$ cat src/sv/dbk_pkg.sv
// shared types, mode codes and pixel arithmetic helpers for the edge line filter
package dbk_pkg;

    typedef logic [2:0] t_mode;

    // filter operation picked by the front end
    localparam t_mode MODE_NONE          = 3'd0;
    localparam t_mode MODE_LUMA_NORMAL   = 3'd1;
    localparam t_mode MODE_CHROMA_NORMAL = 3'd2;
    localparam t_mode MODE_LUMA_STRONG   = 3'd3;
    localparam t_mode MODE_EDGE_3TAP     = 3'd4;

    typedef struct packed {
        logic [31:0] p_px;
        logic [31:0] q_px;
        t_mode       mode;
        logic        ap_smooth;
        logic        aq_smooth;
        logic [4:0]  tc0;
    } t_item;

    typedef struct packed {
        logic empty;
        logic full;
    } t_q_stat;

    function automatic logic [7:0] abs_diff(input logic [7:0] a, input logic [7:0] b);
        return (a > b) ? (a - b) : (b - a);
    endfunction

    // saturate a signed value to a pixel
    function automatic logic [7:0] sat8(input logic signed [12:0] v);
        logic [7:0] res;
        if (v < 13'sd0) begin
            res = 8'd0;
        end else if (v > 13'sd255) begin
            res = 8'd255;
        end else begin
            res = v[7:0];
        end
        return res;
    endfunction

    // clip a signed value to +-t
    function automatic logic signed [12:0] clip_tc(input logic signed [12:0] v,
                                                   input logic [5:0] t);
        logic signed [12:0] tpos;
        logic signed [12:0] res;
        tpos = $signed({7'b0, t});
        if (v > tpos) begin
            res = tpos;
        end else if (v < -tpos) begin
            res = -tpos;
        end else begin
            res = v;
        end
        return res;
    endfunction

endpackage

$ cat src/sv/dbk_front.sv
// front end: accepts a pixel line and classifies it into a filter operation
module dbk_front (
    input  logic           i_valid,
    input  logic [31:0]    i_p_side,
    input  logic [31:0]    i_q_side,
    input  logic [7:0]     i_alpha_thr,
    input  logic [7:0]     i_beta_thr,
    input  logic [5:0]     i_clip_limit,
    input  logic           i_strong_mode,
    input  logic           i_is_chroma,
    input  dbk_pkg::t_q_stat i_q_stat,
    output logic           o_stall,
    output logic           o_push,
    output dbk_pkg::t_item o_item
);
    import dbk_pkg::*;

    logic [7:0] p0, p1, p2, q0, q1, q2;
    logic [7:0] ad_pq, ad_p10, ad_q10, ad_p20, ad_q20;
    logic [8:0] small_thr;
    logic       gate, skip, tc_neg, tc_zero, small_step;

    always_comb begin
        p0 = i_p_side[7:0];
        p1 = i_p_side[15:8];
        p2 = i_p_side[23:16];
        q0 = i_q_side[7:0];
        q1 = i_q_side[15:8];
        q2 = i_q_side[23:16];

        ad_pq  = abs_diff(p0, q0);
        ad_p10 = abs_diff(p1, p0);
        ad_q10 = abs_diff(q1, q0);
        ad_p20 = abs_diff(p2, p0);
        ad_q20 = abs_diff(q2, q0);

        gate = (ad_pq < i_alpha_thr) && (ad_p10 < i_beta_thr) && (ad_q10 < i_beta_thr);

        tc_neg  = i_clip_limit[5];
        tc_zero = (i_clip_limit == 6'd0);
        if (i_strong_mode) begin
            skip = 1'b0;
        end else if (i_is_chroma) begin
            skip = tc_neg || tc_zero;
        end else begin
            skip = tc_neg;
        end

        small_thr  = {3'b0, i_alpha_thr[7:2]} + 9'd2;
        small_step = ({1'b0, ad_pq} < small_thr);

        o_item.p_px      = i_p_side;
        o_item.q_px      = i_q_side;
        o_item.ap_smooth = (ad_p20 < i_beta_thr);
        o_item.aq_smooth = (ad_q20 < i_beta_thr);
        o_item.tc0       = i_clip_limit[4:0];

        if (skip || !gate) begin
            o_item.mode = MODE_NONE;
        end else if (!i_strong_mode) begin
            o_item.mode = i_is_chroma ? MODE_CHROMA_NORMAL : MODE_LUMA_NORMAL;
        end else if (!i_is_chroma && small_step) begin
            o_item.mode = MODE_LUMA_STRONG;
        end else begin
            o_item.mode = MODE_EDGE_3TAP;
        end

        o_stall = i_q_stat.full;
        o_push  = i_valid && !i_q_stat.full;
    end

endmodule

$ cat src/sv/dbk_queue.sv
// short word queue between the classifier and the filter datapath
module dbk_queue #(
    parameter int DEPTH = 2
) (
    input  logic             i_clk,
    input  logic             i_rst_n,
    input  logic             i_push,
    input  dbk_pkg::t_item   i_item,
    input  logic             i_pop,
    output dbk_pkg::t_item   o_head,
    output dbk_pkg::t_q_stat o_stat
);
    import dbk_pkg::*;

    localparam int IW = (DEPTH > 1) ? $clog2(DEPTH) : 1;
    localparam int CW = $clog2(DEPTH + 1);
    localparam logic [IW-1:0] LAST = IW'(DEPTH - 1);
    localparam logic [CW-1:0] FULL_CNT = CW'(DEPTH);

    t_item         r_mem [DEPTH];
    logic [IW-1:0] r_wr, n_wr;
    logic [IW-1:0] r_rd, n_rd;
    logic [CW-1:0] r_cnt, n_cnt;

    always_comb begin
        n_wr = r_wr;
        n_rd = r_rd;
        n_cnt = r_cnt;
        if (i_push) begin
            n_wr = (r_wr == LAST) ? '0 : r_wr + 1'b1;
        end
        if (i_pop) begin
            n_rd = (r_rd == LAST) ? '0 : r_rd + 1'b1;
        end
        case ({i_push, i_pop})
            2'b10:   n_cnt = r_cnt + 1'b1;
            2'b01:   n_cnt = r_cnt - 1'b1;
            default: n_cnt = r_cnt;
        endcase
    end

    always_ff @(posedge i_clk) begin
        if (!i_rst_n) begin
            r_wr  <= '0;
            r_rd  <= '0;
            r_cnt <= '0;
        end else begin
            r_wr  <= n_wr;
            r_rd  <= n_rd;
            r_cnt <= n_cnt;
        end
    end

    always_ff @(posedge i_clk) begin
        if (i_push) begin
            r_mem[r_wr] <= i_item;
        end
    end

    assign o_head       = r_mem[r_rd];
    assign o_stat.empty = (r_cnt == '0);
    assign o_stat.full  = (r_cnt == FULL_CNT);

    a_no_overflow: assert property (@(posedge i_clk) disable iff (!i_rst_n)
        i_push |-> (!o_stat.full || i_pop))
        else $error("push into full queue");

    a_no_underflow: assert property (@(posedge i_clk) disable iff (!i_rst_n)
        i_pop |-> !o_stat.empty)
        else $error("pop from empty queue");

    a_cnt_range: assert property (@(posedge i_clk) disable iff (!i_rst_n)
        r_cnt <= FULL_CNT)
        else $error("queue count out of range");

    a_ptr_track: assert property (@(posedge i_clk) disable iff (!i_rst_n)
        (o_stat.empty || o_stat.full) |-> (r_wr == r_rd))
        else $error("queue pointers disagree with count");

endmodule

$ cat src/sv/dbk_back.sv
// back end: filter datapath and output register
module dbk_back (
    input  logic             i_clk,
    input  logic             i_rst_n,
    input  dbk_pkg::t_item   i_head,
    input  dbk_pkg::t_q_stat i_q_stat,
    output logic             o_pop,
    input  logic             i_stall,
    output logic             o_valid,
    output logic [31:0]      o_p_result,
    output logic [31:0]      o_q_result,
    output logic             o_was_filtered
);
    import dbk_pkg::*;

    logic               r_valid;
    logic [31:0]        r_p_result, r_q_result;
    logic               r_was_filtered;

    logic [7:0]         p0, p1, p2, p3, q0, q1, q2, q3;
    logic [8:0]         avg_sum, hp_sum, hq_sum;
    logic [7:0]         avg;
    logic signed [12:0] p0s, p1s, q0s, q1s, dp1, dq1, dsum, dedge, delta;
    logic [5:0]         tc0w, tc_luma, tc_sel;
    logic [7:0]         nm_p0, nm_q0, nm_p1, nm_q1;
    logic [10:0]        s_p0, s_p1, s_p2, s_q0, s_q1, s_q2, t_p0, t_q0;
    logic [7:0]         np0, np1, np2, nq0, nq1, nq2;
    logic               filt, load;

    always_comb begin
        p0 = i_head.p_px[7:0];
        p1 = i_head.p_px[15:8];
        p2 = i_head.p_px[23:16];
        p3 = i_head.p_px[31:24];
        q0 = i_head.q_px[7:0];
        q1 = i_head.q_px[15:8];
        q2 = i_head.q_px[23:16];
        q3 = i_head.q_px[31:24];

        p0s = $signed({5'b0, p0});
        p1s = $signed({5'b0, p1});
        q0s = $signed({5'b0, q0});
        q1s = $signed({5'b0, q1});

        // normal filter: side corrections and clipped edge delta
        avg_sum = {1'b0, p0} + {1'b0, q0} + 9'd1;
        avg     = avg_sum[8:1];
        hp_sum  = {1'b0, p2} + {1'b0, avg};
        hq_sum  = {1'b0, q2} + {1'b0, avg};
        dp1     = $signed({5'b0, hp_sum[8:1]}) - p1s;
        dq1     = $signed({5'b0, hq_sum[8:1]}) - q1s;
        tc0w    = {1'b0, i_head.tc0};
        nm_p1   = sat8(p1s + clip_tc(dp1, tc0w));
        nm_q1   = sat8(q1s + clip_tc(dq1, tc0w));
        tc_luma = tc0w + {5'b0, i_head.ap_smooth} + {5'b0, i_head.aq_smooth};
        tc_sel  = (i_head.mode == MODE_LUMA_NORMAL) ? tc_luma : tc0w;
        dsum    = ((q0s - p0s) <<< 2) + (p1s - q1s) + 13'sd4;
        dedge   = dsum >>> 3;
        delta   = clip_tc(dedge, tc_sel);
        nm_p0   = sat8(p0s + delta);
        nm_q0   = sat8(q0s - delta);

        // strong smoothing taps
        s_p0 = {3'b0, p2} + ({3'b0, p1} << 1) + ({3'b0, p0} << 1) + ({3'b0, q0} << 1)
             + {3'b0, q1} + 11'd4;
        s_p1 = {3'b0, p2} + {3'b0, p1} + {3'b0, p0} + {3'b0, q0} + 11'd2;
        s_p2 = ({3'b0, p3} << 1) + ({3'b0, p2} << 1) + {3'b0, p2} + {3'b0, p1}
             + {3'b0, p0} + {3'b0, q0} + 11'd4;
        s_q0 = {3'b0, p1} + ({3'b0, p0} << 1) + ({3'b0, q0} << 1) + ({3'b0, q1} << 1)
             + {3'b0, q2} + 11'd4;
        s_q1 = {3'b0, p0} + {3'b0, q0} + {3'b0, q1} + {3'b0, q2} + 11'd2;
        s_q2 = ({3'b0, q3} << 1) + ({3'b0, q2} << 1) + {3'b0, q2} + {3'b0, q1}
             + {3'b0, q0} + {3'b0, p0} + 11'd4;
        t_p0 = ({3'b0, p1} << 1) + {3'b0, p0} + {3'b0, q1} + 11'd2;
        t_q0 = ({3'b0, q1} << 1) + {3'b0, q0} + {3'b0, p1} + 11'd2;

        np0  = p0;
        np1  = p1;
        np2  = p2;
        nq0  = q0;
        nq1  = q1;
        nq2  = q2;
        filt = 1'b1;
        unique case (i_head.mode)
            MODE_LUMA_NORMAL: begin
                np0 = nm_p0;
                nq0 = nm_q0;
                if (i_head.ap_smooth) begin
                    np1 = nm_p1;
                end
                if (i_head.aq_smooth) begin
                    nq1 = nm_q1;
                end
            end
            MODE_CHROMA_NORMAL: begin
                np0 = nm_p0;
                nq0 = nm_q0;
            end
            MODE_LUMA_STRONG: begin
                if (i_head.ap_smooth) begin
                    np0 = s_p0[10:3];
                    np1 = s_p1[9:2];
                    np2 = s_p2[10:3];
                end else begin
                    np0 = t_p0[9:2];
                end
                if (i_head.aq_smooth) begin
                    nq0 = s_q0[10:3];
                    nq1 = s_q1[9:2];
                    nq2 = s_q2[10:3];
                end else begin
                    nq0 = t_q0[9:2];
                end
            end
            MODE_EDGE_3TAP: begin
                np0 = t_p0[9:2];
                nq0 = t_q0[9:2];
            end
            default: begin
                filt = 1'b0;
            end
        endcase

        load  = !i_q_stat.empty && (!r_valid || !i_stall);
        o_pop = load;
    end

    always_ff @(posedge i_clk) begin
        if (!i_rst_n) begin
            r_valid <= 1'b0;
        end else if (load) begin
            r_valid <= 1'b1;
        end else if (!i_stall) begin
            r_valid <= 1'b0;
        end
    end

    always_ff @(posedge i_clk) begin
        if (load) begin
            r_p_result     <= {p3, np2, np1, np0};
            r_q_result     <= {q3, nq2, nq1, nq0};
            r_was_filtered <= filt;
        end
    end

    assign o_valid        = r_valid;
    assign o_p_result     = r_p_result;
    assign o_q_result     = r_q_result;
    assign o_was_filtered = r_was_filtered;

    a_load_shows: assert property (@(posedge i_clk) disable iff (!i_rst_n)
        load |=> r_valid)
        else $error("loaded word not presented");

    a_skip_flag: assert property (@(posedge i_clk) disable iff (!i_rst_n)
        (load && i_head.mode == MODE_NONE) |=> !r_was_filtered)
        else $error("skipped line marked as filtered");

endmodule

$ cat src/sv/h264_deblock_edge_line_filter_unit.sv
// top level of the deblocking edge line filter: classifier, queue and filter datapath
//
// One input word is a line of eight pixels across a block edge (p3..p0, q0..q3)
// with its alpha, beta and tc0 thresholds and the strong/chroma mode bits.
// One output word carries the filtered p and q pixels and a filtered flag.
// Both channels use valid/stall: a word moves on a rising edge with valid high
// and stall low.
// Throughput: one line per cycle while the receiver does not stall, set by the
// combinational filter datapath feeding the output register.
// A line accepted into the queue is loaded from the queue head into the output
// register and is then offered on o_valid.
// When the receiver stalls the output register holds its word; the queue of
// QUEUE_DEPTH words keeps absorbing lines and o_stall rises only once it is full.
// Reset (i_rst_n low at a clock edge) empties the queue and drops o_valid.
module h264_deblock_edge_line_filter_unit #(
    parameter int QUEUE_DEPTH = 2
) (
    input  logic        i_clk,
    input  logic        i_rst_n,
    input  logic        i_valid,
    output logic        o_stall,
    input  logic [31:0] i_p_side,
    input  logic [31:0] i_q_side,
    input  logic [7:0]  i_alpha_thr,
    input  logic [7:0]  i_beta_thr,
    input  logic [5:0]  i_clip_limit,
    input  logic        i_strong_mode,
    input  logic        i_is_chroma,
    output logic        o_valid,
    input  logic        i_stall,
    output logic [31:0] o_p_result,
    output logic [31:0] o_q_result,
    output logic        o_was_filtered
);
    import dbk_pkg::*;

    t_item   push_item;
    t_item   head_item;
    t_q_stat q_stat;
    logic    push;
    logic    pop;

    dbk_front u_front (
        .i_valid       (i_valid),
        .i_p_side      (i_p_side),
        .i_q_side      (i_q_side),
        .i_alpha_thr   (i_alpha_thr),
        .i_beta_thr    (i_beta_thr),
        .i_clip_limit  (i_clip_limit),
        .i_strong_mode (i_strong_mode),
        .i_is_chroma   (i_is_chroma),
        .i_q_stat      (q_stat),
        .o_stall       (o_stall),
        .o_push        (push),
        .o_item        (push_item)
    );

    dbk_queue #(
        .DEPTH (QUEUE_DEPTH)
    ) u_queue (
        .i_clk   (i_clk),
        .i_rst_n (i_rst_n),
        .i_push  (push),
        .i_item  (push_item),
        .i_pop   (pop),
        .o_head  (head_item),
        .o_stat  (q_stat)
    );

    dbk_back u_back (
        .i_clk          (i_clk),
        .i_rst_n        (i_rst_n),
        .i_head         (head_item),
        .i_q_stat       (q_stat),
        .o_pop          (pop),
        .i_stall        (i_stall),
        .o_valid        (o_valid),
        .o_p_result     (o_p_result),
        .o_q_result     (o_q_result),
        .o_was_filtered (o_was_filtered)
    );

endmodule
$ cat config.mk
export PLATFORM = sky130hd
export DESIGN_NAME = h264_deblock_edge_line_filter_unit
export DESIGN_NICKNAME = d
export VERILOG_FILES = /design/src/sv/dbk_pkg.sv /design/src/sv/dbk_front.sv /design/src/sv/dbk_queue.sv /design/src/sv/dbk_back.sv /design/src/sv/h264_deblock_edge_line_filter_unit.sv
export SDC_FILE = /design/constraint.sdc
export NUM_CORES = 1
export LEC_CHECK = 0
export BUFFER_PORTS_ARGS = -buffer_cell sky130_fd_sc_hd__buf_2
export CAP_MARGIN = 20
export CELL_PAD_IN_SITES_DETAIL_PLACEMENT = 1
export CELL_PAD_IN_SITES_GLOBAL_PLACEMENT = 2
export CORE_MARGIN = 2
export CORE_UTILIZATION = 41
export DETAILED_ROUTE_END_ITERATION = 10
export PLACE_DENSITY_LB_ADDON = 0.1
export SYNTH_ARGS = -nofsm -noshare
export SYNTH_HDL_FRONTEND = slang
export SYNTH_HIERARCHICAL = 1
export SYNTH_SLANG_ARGS = --single-unit
$ cat constraint.sdc
create_clock -name i_clk -period 10.8 [get_ports i_clk]
set_input_delay 2.16 -clock i_clk [delete_from_list [all_inputs] [get_ports i_clk]]
set_output_delay 2.16 -clock i_clk [all_outputs]
set_load 0.01 [all_outputs]
==> run summary <==
Required @ worst endpoint: 11110 ps
Die W: 251.4 um
most frequent cells after synthesis: 367 x ha_1, 262 x inv_1, 213 x edfxtp_1
CP Buf/Inv Count: 1
die footprint: 63190 um2
clock transition at the registers of the reported paths: 60 ps
DRC viols: 0
Slowest-stage cell, CP: a41oi_1
Crit Path Max Fanout: 32
main area contributors after synthesis: edfxtp_1 25%, ha_1 18%, fa_1 13%, mux2_2 4.1%, inv_1 3.9%
multiplexer share of the synthesized area: 5.286%
Hold Path Origin: u_back/o_valid
number of global-route vias before repair: 21.03k
first-pass GRT wire length: 127.9 mm
Top Ports: 159
count of pins over their slew limit: 0
top achievable clock speed: 0.1014 GHz
Post-synth EDFFs: 213
Final Setup Violations: 0
Synth-to-Final Area Change: 8.378%
Port Buf Inserts: 158
fin crit period: 9858 ps
status: completed
post-synthesis adder-cell area fraction: 30.91%
gpl congestion: 0.9439
measured slew at the worst slew-check pin: 1167 ps
row count: 90
largest family of logic cells by synthesized area: adder cells
RSZ-0062 raised after global routing: false
Compound-Gate Fraction of Synth Area: 16.11%
Fin Clk Skew: 45.92 ps
initial core utilization: 41.49%
Max Cap Violations: 0
CP top delay family: compound AO/OA/AOI/OAI gates
dominant cell by count in the synthesized netlist: ha_1
share of post-route cells with drive strength above 1: 14.20%
slowest cell delay on critical path: 710 ps
fraction of registers with async set/reset: 0%
syn_area_per_cell: 10.08 um2
Max Buffers Root-to-Sink: 3
final WL: 84.02 mm
Most used DFF post-synth: edfxtp_1
arrival time at the worst endpoint: 10170 ps
kind of critical path: reg2reg
largest net degree at the start of global routing: 75
post-route ant nets: 0
H-Tree Depth: 1
TritonCTS buffer count: 26
DR vias/cell: 5.727
root buffer cell: clkbuf_16
Mapped Area: 25090 um2
share of the synthesized area in the top cell type: 25.49%
Tot GR Track Use: 26.78%
post-synth top area cell: edfxtp_1
DR pass1 iterations: 5
Worst Hold Class: reg2reg
WL/cell: 24.81 um
floorplan die height: 251.4 um
initial DRC count: 934
DR vias: 19.40k
flops & latches, synth: 219
register area share after synthesis: 25.97%
synthesis warning total: 6
CP Capture Type: flip-flop
Worst-Skew Late Latency: 580 ps
critical path launch point type: flip-flop
clock sinks: 219
n_diodes: 0
final hold vios: 0
fin crit share: 91.27%
Post-Synthesis Net Count: 3107
Synth Area in Simple Gates: 10.01%
DP Wirelength: 68.20 mm
CTS tree: done
Syn Inst Count: 2490
Final nets: 3202
core area: 60470 um2
antenna violations before repair: 1
synth unique cells: 100
setup TNS: 0 ps
xor/xnor cell area share of the yosys netlist: 4.788%
worst relative slew slack: 22.00%
leftover overflow at the end of global routing: 0
setup bufs post-CTS: 0
sequential cells by signal, indices dropped and copies added (netlist names), named ones only:
name and cells:
u_queue/r_mem 148, u_back/o_valid 1, u_queue/r_cnt 2, u_queue/r_wr 1, u_queue/r_rd 1, u_back/o_p_result 32
u_back/o_was_filtered 1, u_back/o_q_result 32
cell families (layout without fill, tap and decap cells):
logic type,after synthesis,after routing
buf+inv,380,495
fa+ha+maj,525,525
simple gates,508,508
flops,219,219
mux,120,120
compound gates,603,603
xor+xnor,135,135
cells in the final DEF (no fill, tap or decap), types with 31 or more instances in the layout:
cell,netlist,layout
ha_1,367,367
mux2_2,92,92
o21bai_1,31,31
inv_1,262,262
nor3_1,50,50
xnor2_1,91,91
buf_2,7,158
nor2b_1,38,38
edfxtp_1,213,213
a21oi_1,134,133
fa_1,158,158
nor2_1,145,144
o21a_1,37,37
xor2_1,43,43
a21o_1,39,39
nand2_1,119,119
o21ai_0,123,122
worst min-delay path, stage by stage, from the launching register on:
cell and delay [ps]:
dfxtp_1 340, nand2_1 60, a21boi_0 70
final timing paths:
kind / endpoint / slack, ps / depth (start not counted)
hold / removal: u_back/o_valid / 520 / 2
hold reg to reg: u_back/o_valid / 520 / 2
setup / recovery: u_back/o_p_result[5] / 940 / 34
setup reg to reg: u_back/o_p_result[5] / 940 / 34
final cells by class:
cell class,count,area (um2)
inverters,264,991.0
repair buffers,183,983.4
clock buffers,29,683.2
multi-input cells,1891,16860
flip-flops and latches,219,6520
well taps,782,978.4
clock inverters,19,177.7
fillers,6808,33280
repair_timing:
| action | 4_1_cts | 5_1_grt |
|---|---|---|
| hold buffers | 0 | 0 |
| gates resized for setup | 0 | 1 |
| setup endpoints to repair | 0 | 8 |
| hold endpoints to repair | 0 | 0 |
metrics by stage:
stage	instance area, um2	std cells	hold WS, ps	worst slack [ps]	utilization, %
2_1_floorplan	25090	2490	466.2	2257	-
3_3_place_gp	26320	3338	481.8	1034	43.52
3_5_place_dp	26320	3338	518.5	807.2	43.52
4_1_cts	27180	3386	532.2	776.7	44.95
5_1_grt	27190	3387	554.0	23.41	44.97
6_report	27190	3387	524.4	942.5	44.97
layer usage:
layer / up-vias / global-route usage [%] / wire length, um
met5: - / 0 / 11
li1: 9066 / - / -
met4: 2 / 8.112 / 2544
met1: 9812 / 33.96 / 36440
met2: 384 / 48.10 / 42210
met3: 132 / 2.578 / 2818
Power is left out: the tool's default activity adds up to more than one toggle a clock period on the data nets, which glitch-free logic cannot reach.
